==> config.mk <==
export PLATFORM = sky130hd
export DESIGN_NAME = decimal_field_formatter
export DESIGN_NICKNAME = d
export VERILOG_FILES = /design/src/sv/dcfmt_pkg.sv /design/src/sv/dcfmt_ctrl.sv /design/src/sv/dcfmt_dp.sv /design/src/sv/decimal_field_formatter.sv
export SDC_FILE = /design/constraint.sdc
export NUM_CORES = 1
export LEC_CHECK = 0
export ABC_AREA = 1
export BUFFER_PORTS_ARGS = -buffer_cell sky130_fd_sc_hd__buf_4
export CORE_MARGIN = 2
export CORE_UTILIZATION = 55
export CTS_BUF_LIST = sky130_fd_sc_hd__clkbuf_8
export CTS_CLUSTER_DIAMETER = 150
export CTS_CLUSTER_SIZE = 24
export DETAILED_ROUTE_END_ITERATION = 12
export PLACE_DENSITY = 0.77
export SYNTH_ARGS = -nofsm -noshare
export SYNTH_HDL_FRONTEND = slang
export SYNTH_SLANG_ARGS = --single-unit
==> constraint.sdc <==
create_clock -name clk -period 7.2 [get_ports clk]
set_input_delay 0.36 -clock clk [delete_from_list [all_inputs] [get_ports clk]]
set_output_delay 0.36 -clock clk [all_outputs]
set_load 0.005 [all_outputs]
==> src/sv/dcfmt_pkg.sv <==
// ----------------------------------------------------------------------------
// Decimal field formatter package
// Shared constants, controller state, command/status types and the
// shift-add-3 binary to BCD step.
// ----------------------------------------------------------------------------
package dcfmt_pkg;

	localparam int unsigned MAX_FIELD_WIDTH_DEF = 32;

	localparam int unsigned VALUE_W    = 64;
	localparam int unsigned FW_W       = 6;
	localparam int unsigned CHAR_W     = 8;
	localparam int unsigned POS_W      = 5;

	localparam int unsigned BCD_DIGITS    = 20;
	localparam int unsigned BCD_W         = 4 * BCD_DIGITS;
	localparam int unsigned BITS_PER_STEP = 2;
	localparam int unsigned CONV_STEPS    = VALUE_W / BITS_PER_STEP;
	localparam int unsigned CONV_CNT_W    = $clog2(CONV_STEPS);

	// ns -> ms with two decimals drops four decimal digits
	localparam int unsigned TIME_DROP = 4;

	localparam logic KIND_INT  = 1'b0;
	localparam logic KIND_TIME = 1'b1;

	localparam logic [CHAR_W-1:0] CH_SPACE = 8'h20;
	localparam logic [CHAR_W-1:0] CH_ZERO  = 8'h30;
	localparam logic [CHAR_W-1:0] CH_POINT = 8'h2E;

	typedef enum logic [1:0] {
		ST_IDLE,
		ST_CONVERT,
		ST_EMIT
	} state_t;

	typedef struct packed {
		logic load;
		logic convert;
		logic emit;
	} dp_cmd_t;

	typedef struct packed {
		logic last_char;
	} dp_sts_t;

	function automatic logic [BCD_W-1:0] dabble(input logic [BCD_W-1:0] bcd, input logic din);
		logic [BCD_W-1:0] adj;
		for (int i = 0; i < BCD_DIGITS; i++) begin
			adj[4*i +: 4] = (bcd[4*i +: 4] >= 4'd5) ? bcd[4*i +: 4] + 4'd3 : bcd[4*i +: 4];
		end
		return {adj[BCD_W-2:0], din};
	endfunction

endpackage

==> src/sv/dcfmt_ctrl.sv <==
// ----------------------------------------------------------------------------
// Decimal field formatter controller
// Sequences load, BCD conversion and character emission.
// ----------------------------------------------------------------------------
module dcfmt_ctrl (
	input  logic                clk,
	input  logic                arst_n,
	input  logic                start,
	output logic                busy,
	output dcfmt_pkg::dp_cmd_t  cmd,
	input  dcfmt_pkg::dp_sts_t  sts
);

	dcfmt_pkg::state_t state_q, state_nx;
	logic [dcfmt_pkg::CONV_CNT_W-1:0] cnt_q;
	logic conv_done;

	assign conv_done = (cnt_q == dcfmt_pkg::CONV_CNT_W'(dcfmt_pkg::CONV_STEPS - 1));

	always_ff @(posedge clk or negedge arst_n) begin
		if (!arst_n) begin
			state_q <= dcfmt_pkg::ST_IDLE;
			cnt_q   <= '0;
		end else begin
			state_q <= state_nx;
			if (state_q == dcfmt_pkg::ST_CONVERT) begin
				cnt_q <= cnt_q + 1'b1;
			end else begin
				cnt_q <= '0;
			end
		end
	end

	always_comb begin
		state_nx = state_q;
		unique case (state_q)
			dcfmt_pkg::ST_IDLE: begin
				if (start) state_nx = dcfmt_pkg::ST_CONVERT;
			end
			dcfmt_pkg::ST_CONVERT: begin
				if (conv_done) state_nx = dcfmt_pkg::ST_EMIT;
			end
			dcfmt_pkg::ST_EMIT: begin
				if (sts.last_char) state_nx = dcfmt_pkg::ST_IDLE;
			end
			default: state_nx = dcfmt_pkg::ST_IDLE;
		endcase
	end

	always_comb begin
		cmd  = '0;
		busy = 1'b1;
		unique case (state_q)
			dcfmt_pkg::ST_IDLE: begin
				busy     = 1'b0;
				cmd.load = start;
			end
			dcfmt_pkg::ST_CONVERT: begin
				cmd.convert = 1'b1;
			end
			dcfmt_pkg::ST_EMIT: begin
				cmd.emit = 1'b1;
			end
			default: busy = 1'b1;
		endcase
	end

endmodule

==> src/sv/dcfmt_dp.sv <==
// ----------------------------------------------------------------------------
// Decimal field formatter datapath
// Binary to BCD by shift-add-3, two bits a cycle; then one character a
// cycle picked from the BCD digits, right-aligned in the field.
// ----------------------------------------------------------------------------
module dcfmt_dp #(
	parameter int unsigned MAX_FIELD_WIDTH = dcfmt_pkg::MAX_FIELD_WIDTH_DEF
) (
	input  logic                              clk,
	input  logic                              arst_n,
	input  dcfmt_pkg::dp_cmd_t                cmd,
	output dcfmt_pkg::dp_sts_t                sts,
	input  logic                              kind,
	input  logic [dcfmt_pkg::VALUE_W-1:0]     value,
	input  logic [dcfmt_pkg::FW_W-1:0]        field_width,
	output logic                              strobe,
	output logic [dcfmt_pkg::CHAR_W-1:0]      character,
	output logic [dcfmt_pkg::POS_W-1:0]       position,
	output logic                              last
);

	localparam int unsigned WCW = $clog2(MAX_FIELD_WIDTH + 1);
	localparam int unsigned KW  = $clog2(MAX_FIELD_WIDTH);
	localparam int unsigned IW  = (KW + 1 > 5) ? KW + 1 : 5;
	localparam int unsigned PXW = (KW > dcfmt_pkg::POS_W) ? KW : dcfmt_pkg::POS_W;

	logic                             kind_q;
	logic [WCW-1:0]                   w_q;
	logic [KW-1:0]                    p_q;
	logic [dcfmt_pkg::BCD_W-1:0]      bcd_q;
	logic [dcfmt_pkg::VALUE_W-1:0]    shv_q;
	logic                             strobe_q;
	logic [dcfmt_pkg::CHAR_W-1:0]     char_q;
	logic [dcfmt_pkg::POS_W-1:0]      pos_q;
	logic                             last_q;

	logic [WCW-1:0]                   w_sat;
	logic [WCW-1:0]                   wm1;
	logic [KW-1:0]                    k;
	logic [IW-1:0]                    kx;
	logic [IW-1:0]                    idx;
	logic [4:0]                       di;
	logic                             in_rng;
	logic [3:0]                       digs [dcfmt_pkg::BCD_DIGITS];
	logic [dcfmt_pkg::BCD_DIGITS-1:0] nz;
	logic [dcfmt_pkg::BCD_DIGITS-1:0] above;
	logic [3:0]                       digit;
	logic                             abv;
	logic                             show;
	logic                             is_time;
	logic [dcfmt_pkg::CHAR_W-1:0]     ch;
	logic                             last_c;
	logic [PXW-1:0]                   p_ext;

	always_comb begin
		if (field_width == '0) begin
			w_sat = WCW'(1);
		end else if (int'(field_width) > int'(MAX_FIELD_WIDTH)) begin
			w_sat = WCW'(MAX_FIELD_WIDTH);
		end else begin
			w_sat = WCW'(field_width);
		end
	end

	always_comb begin
		for (int i = 0; i < dcfmt_pkg::BCD_DIGITS; i++) begin
			digs[i] = bcd_q[4*i +: 4];
			nz[i]   = |bcd_q[4*i +: 4];
		end
	end

	always_comb begin
		for (int i = 0; i < dcfmt_pkg::BCD_DIGITS; i++) begin
			above[i] = |(nz >> i);
		end
	end

	assign wm1     = w_q - WCW'(1);
	assign last_c  = (WCW'(p_q) == wm1);
	assign k       = KW'(wm1 - WCW'(p_q));
	assign kx      = IW'(k);
	assign is_time = (kind_q == dcfmt_pkg::KIND_TIME);

	always_comb begin
		if (!is_time) begin
			idx = kx;
		end else if (kx < IW'(2)) begin
			idx = kx + IW'(dcfmt_pkg::TIME_DROP);
		end else begin
			idx = kx + IW'(dcfmt_pkg::TIME_DROP - 1);
		end
	end

	assign in_rng = (idx < IW'(dcfmt_pkg::BCD_DIGITS));
	assign di     = idx[4:0];
	assign digit  = in_rng ? digs[di] : 4'd0;
	assign abv    = in_rng && above[di];
	assign show   = is_time ? ((kx <= IW'(3)) || abv) : ((kx == '0) || abv);

	always_comb begin
		if (is_time && (kx == IW'(2))) begin
			ch = dcfmt_pkg::CH_POINT;
		end else if (show) begin
			ch = dcfmt_pkg::CH_ZERO + {4'd0, digit};
		end else begin
			ch = dcfmt_pkg::CH_SPACE;
		end
	end

	assign p_ext         = PXW'(p_q);
	assign sts.last_char = last_c;

	always_ff @(posedge clk or negedge arst_n) begin
		if (!arst_n) begin
			strobe_q <= 1'b0;
		end else begin
			strobe_q <= cmd.emit;
		end
	end

	always_ff @(posedge clk) begin
		if (cmd.load) begin
			kind_q <= kind;
			w_q    <= w_sat;
			p_q    <= '0;
			bcd_q  <= '0;
			shv_q  <= value;
		end
		if (cmd.convert) begin
			bcd_q <= dcfmt_pkg::dabble(
				dcfmt_pkg::dabble(bcd_q, shv_q[dcfmt_pkg::VALUE_W-1]),
				shv_q[dcfmt_pkg::VALUE_W-2]);
			shv_q <= {shv_q[dcfmt_pkg::VALUE_W-3:0], 2'b00};
		end
		if (cmd.emit) begin
			char_q <= ch;
			pos_q  <= p_ext[dcfmt_pkg::POS_W-1:0];
			last_q <= last_c;
			p_q    <= p_q + 1'b1;
		end
	end

	assign strobe    = strobe_q;
	assign character = char_q;
	assign position  = pos_q;
	assign last      = last_q;

endmodule

==> src/sv/decimal_field_formatter.sv <==
// ----------------------------------------------------------------------------
// Decimal field formatter
// Formats a 64-bit value as a right-aligned ASCII field, integer or
// nanoseconds as milliseconds with two decimals, one character per beat.
// ----------------------------------------------------------------------------
//  channel   handshake            payload
//  command   start / busy         kind, value, field_width
//  result    strobe (no stall)    character, position, last
//
//  An item is loaded, converted to BCD at two bits a cycle, then emitted
//  one character a cycle.
//  busy is high from acceptance until the last character is registered.
//  Results are one-cycle strobes; the receiver has no way to stall them.
//  Reset clears the controller and strobe; payload registers are not reset.
// ----------------------------------------------------------------------------
module decimal_field_formatter #(
	parameter int unsigned MAX_FIELD_WIDTH = dcfmt_pkg::MAX_FIELD_WIDTH_DEF
) (
	input  logic                              clk,
	input  logic                              arst_n,
	input  logic                              start,
	output logic                              busy,
	input  logic                              kind,
	input  logic [dcfmt_pkg::VALUE_W-1:0]     value,
	input  logic [dcfmt_pkg::FW_W-1:0]        field_width,
	output logic                              strobe,
	output logic [dcfmt_pkg::CHAR_W-1:0]      character,
	output logic [dcfmt_pkg::POS_W-1:0]       position,
	output logic                              last
);

	dcfmt_pkg::dp_cmd_t cmd;
	dcfmt_pkg::dp_sts_t sts;

	dcfmt_ctrl u_ctrl (
		.clk    (clk),
		.arst_n (arst_n),
		.start  (start),
		.busy   (busy),
		.cmd    (cmd),
		.sts    (sts)
	);

	dcfmt_dp #(
		.MAX_FIELD_WIDTH (MAX_FIELD_WIDTH)
	) u_dp (
		.clk         (clk),
		.arst_n      (arst_n),
		.cmd         (cmd),
		.sts         (sts),
		.kind        (kind),
		.value       (value),
		.field_width (field_width),
		.strobe      (strobe),
		.character   (character),
		.position    (position),
		.last        (last)
	);

endmodule

==> metrics.yaml, run 1 <==
setup_path:
  endpoint_kind: "flop"
  crit_path_max_fanout: 58
  r2r_slack_ps: 3320
  r2r_start: "u_dp.w_q[0]"
  required_ps: 7440
  cp_slowest_stage_delay_ps: 690
  path_cells: "inv_1, ha_1, fa_1, inv_1, nand3_1, nand2_1, nand3_1, nand2_1, nand3_4, nand2_4, nand2_1, nand2_2, nand4_1, nand2_1, nand2_1, nor2_1, nor2_1, nor2_1, nand2_1, nand2_1, nand2_1, nand2_1, inv_1"
  arrival_ps: 4120
  cp-start-kind: "flop"
  crit_top_cell: "nand2_1"
  rr_worst_depth: 23
  path_buf_inv: 3
  r2r-end: "u_dp.character[4]"
  path_class: "flop to flop"
  path_delay_family: "simple AND/OR/NAND/NOR gates"
  slowest_stage: "nand2_2"
global_routing:
  grt_max_degree: 115
  grt_overflow: 0
  grt_antenna_before_repair: 0
  grt_pass1_wl_mm: 45.63
  grt_usage: 0.2322
  grt_pass1_vias: 9696
logic_synthesis:
  yosys_warnings: 0
  ys_ff_latch: 175
  avgSynthCellArea_sq_um: 8.645
  synthCells: 1441
  seq_area_frac_synth: 0.4170
  syn_area_sq_um: 12460
  synth_cell_types: 49
job:
  max-cap-violations: 0
min_path:
  hp-class: "input pin to flop"
  min_from: "kind"
  holdPathStages: 1
  worstHoldEndpoint: "u_dp.is_time"
clocking:
  cts-root-buf: "clkbuf_8"
  post_cts_buffers: 0
  clk_pin_slew_ps: 110
  cts_resized: 0
  cts_tree: "done"
  cts_hold_buf: 1
  clock_latency_ps: 480
  cts_max_level: 4
  cts_buffers: 17
  clockBufferDepth: 2
  cts.sinks: 175
floorplan:
  initial_core_util: 0.5553
  dieArea_sq_um: 23870
  chipHeight_um: 154.5
  die_width_um: 154.5
  ios: 90
  coreArea_sq_um: 22430
  rows: 55
sta:
  slew_headroom: 0.1737
  final-hold-violation-count: 0
  tightest_slew_ps: 1239
  fin_setup_tns_ps: 0
  period_minus_slack_ps: 3882
  rsz0062_at_grt: "false"
  slew_viol_final: 0
  fin_worst_skew_ps: 23.03
  fin_crit_sh: 0.5391
  fmax_mhz: 257.6
  finalSetupViolations: 0
layout:
  diodes: 0
  final_cell_mix: "246 x inv_1, 185 x nand2_1, 172 x o21ai_0"
  nNetsFinal: 1696
  fillers: 1899
  area_growth_pct: 10.33
  layout_commonest_cell: "inv_1"
  drive_gt1_frac: 0.1044
detailed_routing:
  drt_pass1_iterations: 8
  antenna_left: 0
  drt_iter0_drc: 773
  wirelength_mm: 27.29
  post_drt_wl_per_cell_um: 15.09
  avgViaCountPerCell: 5.595
  vias: 10116
  drc: 0
place:
  io_buffers: 86
  hpwlAfterDp_mm: 19.35
  gp_congestion: 0.9166
status:
  outcome: "complete, no violations"
-- registers in the layout (all words and copies together), names as in the netlist --
| name | count |
|---|---|
| u_dp.position | 5 |
| u_dp.w_q | 6 |
| u_dp.is_time | 1 |
| u_dp.character | 5 |
| u_dp.bcd_q | 80 |
| u_dp.shv_q | 64 |
| u_dp.last | 1 |
| u_dp.strobe | 1 |
| u_ctrl.cnt_q | 5 |
| u_ctrl.state_q | 2 |
| u_dp.p_ext | 5 |
-- per-layer routing --
| metal | global-route usage | routed length (um) | share of wire | vias up |
|---|---|---|---|---|
| met4 | 0.07011 | 506 | 0.019 | 0 |
| met1 | 0.3041 | 12370 | 0.45 | 4726 |
| li1 | - | - | - | 5060 |
| met2 | 0.3820 | 12650 | 0.46 | 288 |
| met5 | 0 | 0 | 0 | - |
| met3 | 0.05856 | 1754 | 0.064 | 42 |
-- cells by family (layout without fill, tap and decap cells) --
group | Yosys count | count (layout) | share of synthesized area
adders and majority gates | 112 | 112 | 0.1131
other | 2 | 3 | 0.0006029
AOI/OAI and AO/OA | 424 | 424 | 0.2078
DFF | 175 | 175 | 0.4170
and+or+nand+nor | 387 | 387 | 0.1340
buffers and inverters | 294 | 375 | 0.09291
xor gates and xnor gates | 47 | 47 | 0.03455
-- metrics by stage --
stage                     hold WS (ps)  instance area (sq um)  instances  utilization  setup WS (ps)
after global placement           184.8                  13290       1775       0.5924           3473
after floorplan                  64.41                  12460       1442            -           2570
after global routing             32.80                  13740       1808       0.6126           2886
after CTS                        43.67                  13740       1808       0.6126           3342
final                            59.02                  13740       1808       0.6126           3318
after detailed placement         184.4                  13290       1775       0.5924           3357
-- final cells by class --
type | instances | area, sq um | share of cell area
flip-flops and latches | 175 | 5195 | 0.3780
repair buffers | 91 | 685.7 | 0.04989
clock buffers | 17 | 234.0 | 0.01702
inverters | 252 | 947.2 | 0.06892
well taps | 285 | 356.6 | 0.02595
multi-input cells | 973 | 6116 | 0.4450
clock inverters | 15 | 209.0 | 0.01520
-- cells in the mapped netlist, drive strengths merged --
| library cell | count | area share |
|---|---|---|
| xor2 | 35 | 0.026 |
| o2111ai | 1 | 0.00070 |
| a22o | 62 | 0.044 |
| o21a | 12 | 0.0072 |
| o22ai | 1 | 0.0010 |
| ha | 111 | 0.11 |
| nand3b | 3 | 0.0018 |
| buf | 19 | 0.010 |
| nor2 | 94 | 0.029 |
| and3 | 2 | 0.0010 |
| nor4b | 1 | 0.00070 |
| nor3 | 10 | 0.0040 |
| nor4 | 3 | 0.0015 |
| o211ai | 26 | 0.016 |
| edfxtp | 165 | 0.40 |
| inv | 251 | 0.076 |
| or2 | 19 | 0.0095 |
| dfrtp | 8 | 0.016 |
| o221ai | 1 | 0.00070 |
| nand3 | 57 | 0.024 |
| a211oi | 23 | 0.014 |
| a21boi | 14 | 0.0084 |
| and2 | 1 | 0.00060 |
| xnor2 | 12 | 0.0084 |
| dfxtp | 2 | 0.0032 |
| nand4 | 7 | 0.0035 |
| nand2 | 190 | 0.058 |
| o21ai | 176 | 0.071 |
| fa | 1 | 0.0016 |
| o31ai | 5 | 0.0030 |
| clkbuf | 23 | 0.0069 |
| clkinv | 1 | 0.00030 |
| conb | 2 | 0.00060 |
| a311oi | 1 | 0.00070 |
| a21oi | 99 | 0.040 |
| a31oi | 3 | 0.0015 |
-- worst max-delay path by stage --
stage                                 start                end  slack, ps  depth (start not counted)
after global placement          u_dp.w_q[0]  u_dp.character[0]       3470                         19
final                           u_dp.w_q[0]  u_dp.character[4]       3320                         23
after global routing            u_dp.w_q[0]  u_dp.character[4]       2890                         24
after detailed placement        u_dp.w_q[0]  u_dp.character[4]       3360                         19
after CTS                       u_dp.w_q[0]  u_dp.character[4]       3340                         19
after floorplan           u_ctrl.state_q[0]      u_dp.bcd_q[0]       2570                          4
-- worst register-to-register path: cells and delay by family (launching register included) --
| kind | cells | cell delay (ps) |
|---|---|---|
| fa+ha+maj | 2 | 720 |
| buf+inv | 3 | 230 |
| flops | 1 | 410 |
| simple gates | 18 | 2310 |
Power of run 1 is left out: the tool's default activity adds up to more than one toggle a clock period on the data nets, which glitch-free logic cannot reach.
==> run 2, diff against run 1 <==
--- a/config.mk
+++ b/config.mk
@@ -5,7 +5,7 @@
 export SDC_FILE = /design/constraint.sdc
 export NUM_CORES = 1
 export LEC_CHECK = 0
-export ABC_AREA = 1
+export ABC_AREA = 0
 export BUFFER_PORTS_ARGS = -buffer_cell sky130_fd_sc_hd__buf_4
 export CORE_MARGIN = 2
 export CORE_UTILIZATION = 55
==> constraint.sdc (replaced) <==
create_clock -name clk -period 4 [get_ports clk]
set_input_delay 0.2 -clock clk [delete_from_list [all_inputs] [get_ports clk]]
set_output_delay 0.2 -clock clk [all_outputs]
set_load 0.005 [all_outputs]
==> metrics.yaml, run 2 <==
layout:
  top_register: "u_dp.bcd_q"  # unchanged
  final_cell_mix: "165 x edfxtp_1, 120 x nor2_1, 117 x a21oi_1"  # was 246 x inv_1, 185 x nand2_1, 172 x o21ai_0
  nNetsFinal: 1555  # was 1,696
  reg_top3: "u_dp.bcd_q x80, u_dp.shv_q x64, u_dp.w_q x6"  # unchanged
  diodes: 0  # unchanged
  fillers: 1723  # was 1,899
  fin_area_sq_um: 14490  # was 13,740 sq um
  drive_gt1_frac: 0.1245  # was 0.1044
  instances_no_fill: 1667  # was 1,808
  layout_commonest_cell: "edfxtp_1"  # was inv_1
  largest_register_ffs: 80  # unchanged
  area_growth_pct: 16.20  # was 10.33%
floorplan:
  initial_core_util: 0.5557  # was 0.5553
  die_width_um: 154.6  # was 154.5 um
  ios: 90  # unchanged
  rows: 55  # unchanged
  coreArea_sq_um: 22430  # unchanged
  dieArea_sq_um: 23890  # was 23,870 sq um
  chipHeight_um: 154.6  # was 154.5 um
min_path:
  hp-class: "input pin to flop"  # unchanged
logic_synthesis:
  syn_area_sq_um: 12470  # was 12,460 sq um
  synth.top_cell.area_share: 0.3974  # was 0.3978
  synth_edf_count: 165  # unchanged
  ys_top_cells_by_count: "165 x edfxtp_1, 120 x nor2_1, 118 x a21oi_1, 111 x ha_1, 95 x inv_1"  # was 247 x inv_1, 186 x nand2_1, 172 x o21ai_0, 165 x edfxtp_1, 111 x ha_1
  ys_ff_latch: 175  # unchanged
  ys.flop_type: "edfxtp_1"  # unchanged
  seq_area_frac_synth: 0.4167  # was 0.4170
  synthCells: 1241  # was 1,441
  synth.area.top_cells: "edfxtp_1 40%, ha_1 11%, mux2i_1 6.2%"  # was edfxtp_1 40%, ha_1 11%, inv_1 7.4%
  avgSynthCellArea_sq_um: 10.05  # was 8.645 sq um
  yosys_warnings: 0  # unchanged
  synth_cell_types: 72  # was 49
  synth_top_cell_by_area: "edfxtp_1"  # unchanged
  async_flop_share: 0.04571  # unchanged
  yosysMostFrequentCell: "edfxtp_1"  # was inv_1
clocking:
  cts.sinks: 175  # unchanged
  cts-root-buf: "clkbuf_8"  # unchanged
  clk_pin_slew_ps: 120  # was 110 ps
  cts_max_level: 4  # unchanged
  cts_tree: "done"  # unchanged
  clock_latency_ps: 490  # was 480 ps
  cts_buffers: 17  # unchanged
  clockBufferDepth: 2  # unchanged
  post_cts_buffers: 0  # unchanged
global_routing:
  grt_pass1_vias: 9412  # was 9,696
  grt_max_degree: 83  # was 115
  grt_pass1_wl_mm: 46.14  # was 45.63 mm
  grt_overflow: 0  # unchanged
  grt_usage: 0.2400  # was 0.2322
  grt_antenna_before_repair: 0  # unchanged
detailed_routing:
  post_drt_wl_per_cell_um: 17.15  # was 15.09 um
  wirelength_mm: 28.60  # was 27.29 mm
  drt_iter0_drc: 753  # was 773
  antenna_left: 0  # unchanged
  vias: 9688  # was 10,116
  avgViaCountPerCell: 5.812  # was 5.595
  drc: 0  # unchanged
  drt_pass1_iterations: 7  # was 8
sta:
  final-hold-violation-count: 0  # unchanged
  fin_ws_ps: 217.9  # was 3318 ps
  fmax_mhz: 264.4  # was 257.6 MHz
  fin_setup_tns_ps: 0  # unchanged
  tightest_slew_ps: 1191  # was 1239 ps
  fin_crit_sh: 0.9455  # was 0.5391
  finalSetupViolations: 0  # unchanged
  slew_headroom: 0.2049  # was 0.1737
  period_minus_slack_ps: 3782  # was 3882 ps
  fin_worst_skew_ps: 23.19  # was 23.03 ps
  slew_viol_final: 0  # unchanged
setup_path:
  cp-start-kind: "flop"  # unchanged
  arrival_ps: 4130  # was 4120 ps
  crit_path_max_fanout: 17  # was 58
  endpoint_kind: "flop"  # unchanged
  path_class: "flop to flop"  # unchanged
  required_ps: 4350  # was 7440 ps
place:
  hpwlAfterDp_mm: 19.61  # was 19.35 mm
  placedCellCount: 1583  # was 1,775
  io_buffers: 86  # unchanged
  dpl_cell_area_sq_um: 13450  # was 13,290 sq um
  dpl_worst_slack_ps: 101.9  # was 3357 ps
  gp_congestion: 0.8772  # was 0.9166
job:
  max-cap-violations: 0  # unchanged
status:
  outcome: "complete, no violations"  # unchanged
==> run 2: changes by cell type in the layout (fill, tap and decap cells not counted), sizes merged, moves of 36 or more <==
cell / change
inv: -152
o21ai: -138
nand2: -118
mux2i: +77
dlygate4sd3: +51
nor3b: +50
nand2b: +45
nand3: -44
xnor2: +36
==> run 2: stage by stage <==
step                        util  hold WS (ps)
after global routing      0.6457         6.468
after floorplan                -        -95.59
final                     0.6457         15.02
after global placement    0.5997         23.15
after detailed placement  0.5997         23.37
after CTS                 0.6425        0.7390
==> run 2: cell type report <==
class / instances / area, sq um / area share
timing repair buffer: 153 / 1311 / 0.09052
sequential: 175 / 5195 / 0.3586
clock inverter: 15 / 216.5 / 0.01494
tap: 285 / 356.6 / 0.02462
inverter: 96 / 360.3 / 0.02487
clock buffer: 17 / 234.0 / 0.01615
multi-input combinational: 926 / 6813 / 0.4703
==> run 2: what timing repair did <==
item | CTS | global route
hold endpoints to repair | 58 | 1
setup endpoints to repair | 0 | 5
resized for setup | 0 | 12
hold buffers | 51 | 1
==> run 2: logic make-up (layout without fill, tap and decap cells) <==
logic type | after synthesis | after routing | share of synthesized area
flip-flops | 175 | 175 | 0.4167
AO/OA/AOI/OAI | 291 | 291 | 0.1561
multiplexers | 87 | 87 | 0.07086
adder cells (fa/ha/maj) | 112 | 112 | 0.1130
other | 2 | 3 | 0.0006024
XOR/XNOR | 53 | 53 | 0.03784
buffers and inverters | 141 | 281 | 0.04536
AND/OR/NAND/NOR | 380 | 380 | 0.1596
==> run 2: path summary, 6_finish.rpt <==
path                                 startpoint                end  slack, ps  cells past startpoint
max in group asynchronous                arst_n    u_ctrl.cnt_q[2]       3790                      2
worst max-delay path                u_dp.w_q[0]  u_dp.character[1]        220                     15
worst min register to register  u_ctrl.cnt_q[0]    u_ctrl.cnt_q[0]        490                      1
worst min-delay path                  value[43]     u_dp.shv_q[43]         20                      2
worst max register to register      u_dp.w_q[0]  u_dp.character[1]        220                     15
min in group asynchronous                arst_n  u_ctrl.state_q[0]         80                      2
==> run 2: worst max-delay path, stage by stage, from the launching register on <==
cell and delay [ps]:
edfxtp_1 380, inv_1 60, ha_1 330, fa_1 530
buf_4 240, nand2_1 100, a211oi_2 280, nor2_4 120
or3_4 380, a31oi_2 180, buf_4 210, o21ai_2 70
nor3_2 150, nor4b_2 90, a2111oi_4 370, a2bb2oi_2 160
==> run 2: routing by layer <==
layer,vias to the layer above,global-route usage,routed length (um)
met5,-,0,0
met3,44,0.05156,1646
met4,0,0.06702,566
met1,4625,0.2939,12160
met2,281,0.4281,14220
li1,4738,-,-
Power of run 2 is left out for the same reason.
==> run 3, diff against run 2 <==
--- a/config.mk
+++ b/config.mk
@@ -7,13 +7,13 @@
 export LEC_CHECK = 0
 export ABC_AREA = 0
 export BUFFER_PORTS_ARGS = -buffer_cell sky130_fd_sc_hd__buf_4
-export CORE_MARGIN = 2
-export CORE_UTILIZATION = 55
+export CORE_MARGIN = 5
+export CORE_UTILIZATION = 60
 export CTS_BUF_LIST = sky130_fd_sc_hd__clkbuf_8
 export CTS_CLUSTER_DIAMETER = 150
 export CTS_CLUSTER_SIZE = 24
 export DETAILED_ROUTE_END_ITERATION = 12
-export PLACE_DENSITY = 0.77
+export PLACE_DENSITY = 0.82
 export SYNTH_ARGS = -nofsm -noshare
 export SYNTH_HDL_FRONTEND = slang
 export SYNTH_SLANG_ARGS = --single-unit
==> constraint.sdc (replaced) <==
create_clock -name clk -period 4 [get_ports clk]
set_input_delay 0.2 -clock clk [delete_from_list [all_inputs] [get_ports clk]]
set_output_delay 0.2 -clock clk [all_outputs]
set_load 0.05 [all_outputs]
==> metrics.yaml, run 3 (synthesized netlist as in run 2, its figures left out) <==
layout:
  layout_commonest_cell: "edfxtp_1"  # unchanged
  instances_no_fill: 1672  # was 1,667
  final_cell_mix: "165 x edfxtp_1, 120 x nor2_1, 116 x a21oi_1"  # was 165 x edfxtp_1, 120 x nor2_1, 117 x a21oi_1
  diodes: 0  # unchanged
  area_growth_pct: 17.52  # was 16.20%
  fillers: 1417  # was 1,723
  nNetsFinal: 1575  # was 1,555
  top_register: "u_dp.bcd_q"  # unchanged
  reg_top3: "u_dp.bcd_q x80, u_dp.shv_q x64, u_dp.w_q x6"  # unchanged
  largest_register_ffs: 80  # unchanged
  drive_gt1_frac: 0.1305  # was 0.1245
clocking:
  clock_latency_ps: 490  # about the same
  cts_buffers: 17  # unchanged
  cts_max_level: 4  # unchanged
  cts.sinks: 175  # unchanged
  cts_tree: "done"  # unchanged
  clockBufferDepth: 2  # unchanged
  clk_pin_slew_ps: 130  # was 120 ps
  cts-root-buf: "clkbuf_8"  # unchanged
status:
  outcome: "complete, no violations"  # unchanged
setup_path:
  required_ps: 4320  # was 4350 ps
  cp-start-kind: "flop"  # unchanged
  arrival_ps: 4090  # was 4130 ps
  r2r_start: "u_dp.w_q[2]"  # was u_dp.w_q[0]
  path_class: "flop to flop"  # unchanged
  cp-startpoint: "u_dp.w_q[2]"  # was u_dp.w_q[0]
  r2r-end: "u_dp.character[0]"  # was u_dp.character[1]
  crit_path_max_fanout: 9  # was 17
  endpoint_kind: "flop"  # unchanged
  rr_worst_depth: 13  # was 15
  r2r_slack_ps: 230  # was 220 ps
sta:
  fin_setup_tns_ps: 0  # unchanged
  fin_worst_skew_ps: 20.44  # was 23.19 ps
  period_minus_slack_ps: 3773  # was 3782 ps
  tightest_slew_ps: 1185  # was 1191 ps
  rsz0062_at_grt: "false"
  fin_crit_sh: 0.9432  # was 0.9455
  finalSetupViolations: 0  # unchanged
  fmax_mhz: 265.1  # was 264.4 MHz
  slew_headroom: 0.2087  # was 0.2049
  slew_viol_final: 0  # unchanged
  final-hold-violation-count: 0  # unchanged
min_path:
  hp-class: "input pin to flop"  # unchanged
  holdPathStages: 2  # unchanged
  min_from: "field_width[4]"  # was value[43]
  worstHoldEndpoint: "u_dp.w_q[4]"  # was u_dp.shv_q[43]
detailed_routing:
  drc: 0  # unchanged
  wirelength_mm: 30.29  # was 28.60 mm
  post_drt_wl_per_cell_um: 18.11  # was 17.15 um
  drt_iter0_drc: 742  # was 753
  avgViaCountPerCell: 5.964  # was 5.812
  drt_pass1_iterations: 5  # was 7
  vias: 9972  # was 9,688
  antenna_left: 0  # unchanged
floorplan:
  chipHeight_um: 154.1  # was 154.6 um
  coreArea_sq_um: 20360  # was 22,430 sq um
  dieArea_sq_um: 23760  # was 23,890 sq um
  initial_core_util: 0.6122  # was 0.5557
  ios: 90  # unchanged
  rows: 52  # was 55
  die_width_um: 154.1  # was 154.6 um
global_routing:
  grt_usage: 0.2532  # was 0.2400
  grt_pass1_vias: 9823  # was 9,412
  grt_pass1_wl_mm: 49.31  # was 46.14 mm
  grt_overflow: 0  # unchanged
  grt_max_degree: 143  # was 83
  grt_antenna_before_repair: 0  # unchanged
job:
  max-cap-violations: 0  # unchanged
place:
  gp_congestion: 0.9240  # was 0.8772
  placedCellCount: 1571  # was 1,583
  hpwlAfterDp_mm: 20.07  # was 19.61 mm
  io_buffers: 86  # unchanged
[run 3: cell types whose count changed in the layout (fill, tap and decap cells not counted), moves of 2 or more]
cell and delta:
dlygate4sd3_1 +14, inv_6 +2, buf_4 +8, buf_12 -2
[run 3: how the worst max path moves through the flow]
| stage | end | slack [ps] | depth (start not counted) |
|---|---|---|---|
| after global routing | u_dp.character[0] | 20 | 14 |
| final | u_dp.character[0] | 230 | 13 |
| after floorplan | u_dp.character[0] | 380 | 15 |
| after CTS | u_dp.character[1] | 100 | 15 |
| after global placement | u_dp.character[0] | 270 | 15 |
| after detailed placement | u_dp.character[1] | 160 | 15 |
[run 3: area by class of cell]
class / count / area (sq um) / share of cell area
clock buffers: 17 / 234.0 / 0.01597
repair buffers: 173 / 1471 / 0.1004
clock inverters: 15 / 214.0 / 0.01460
inverters: 96 / 360.3 / 0.02459
flip-flops and latches: 175 / 5195 / 0.3546
multi-input cells: 926 / 6839 / 0.4668
well taps: 270 / 337.8 / 0.02306
[run 3: through the flow]
step / area [sq um] / setup slack [ps] / hold WS (ps) / util
6_report: 14650 / 227.1 / 24.60 / 0.7195
3_3_place_gp: 13430 / 269.0 / 22.50 / 0.6593
2_1_floorplan: 12470 / 375.5 / -95.59 / -
4_1_cts: 14510 / 99.22 / 0.2418 / 0.7123
3_5_place_dp: 13430 / 158.4 / 23.36 / 0.6593
5_1_grt: 14650 / 23.54 / 27.80 / 0.7195
[run 3: repair_timing]
item                       4_1_cts  5_1_grt
buffers inserted                 0        3
setup endpoints to repair        0        5
hold endpoints to repair        73        3
resized for setup                0       19
hold buffers                    63        3
[run 3: layer usage]
layer,GRT usage,vias up,part of all wire
met1,0.3186,4792,0.41
met5,0,-,0
met2,0.4378,334,0.50
met3,0.05143,76,0.057
li1,-,4770,-
met4,0.08242,0,0.031
[run 3: worst max-delay path, cell delays in order (launching register included)]
cell and delay, ps:
edfxtp_1 480, nor3_1 290, xor2_1 120, ha_1 490, nand2_1 130, a211oi_2 310
nor2_4 120, or3_4 380, a31oi_4 270, buf_4 200, o41ai_1 90, o211ai_1 280
o211a_1 210, nor3b_1 200
Power of run 3 is left out for the same reason.
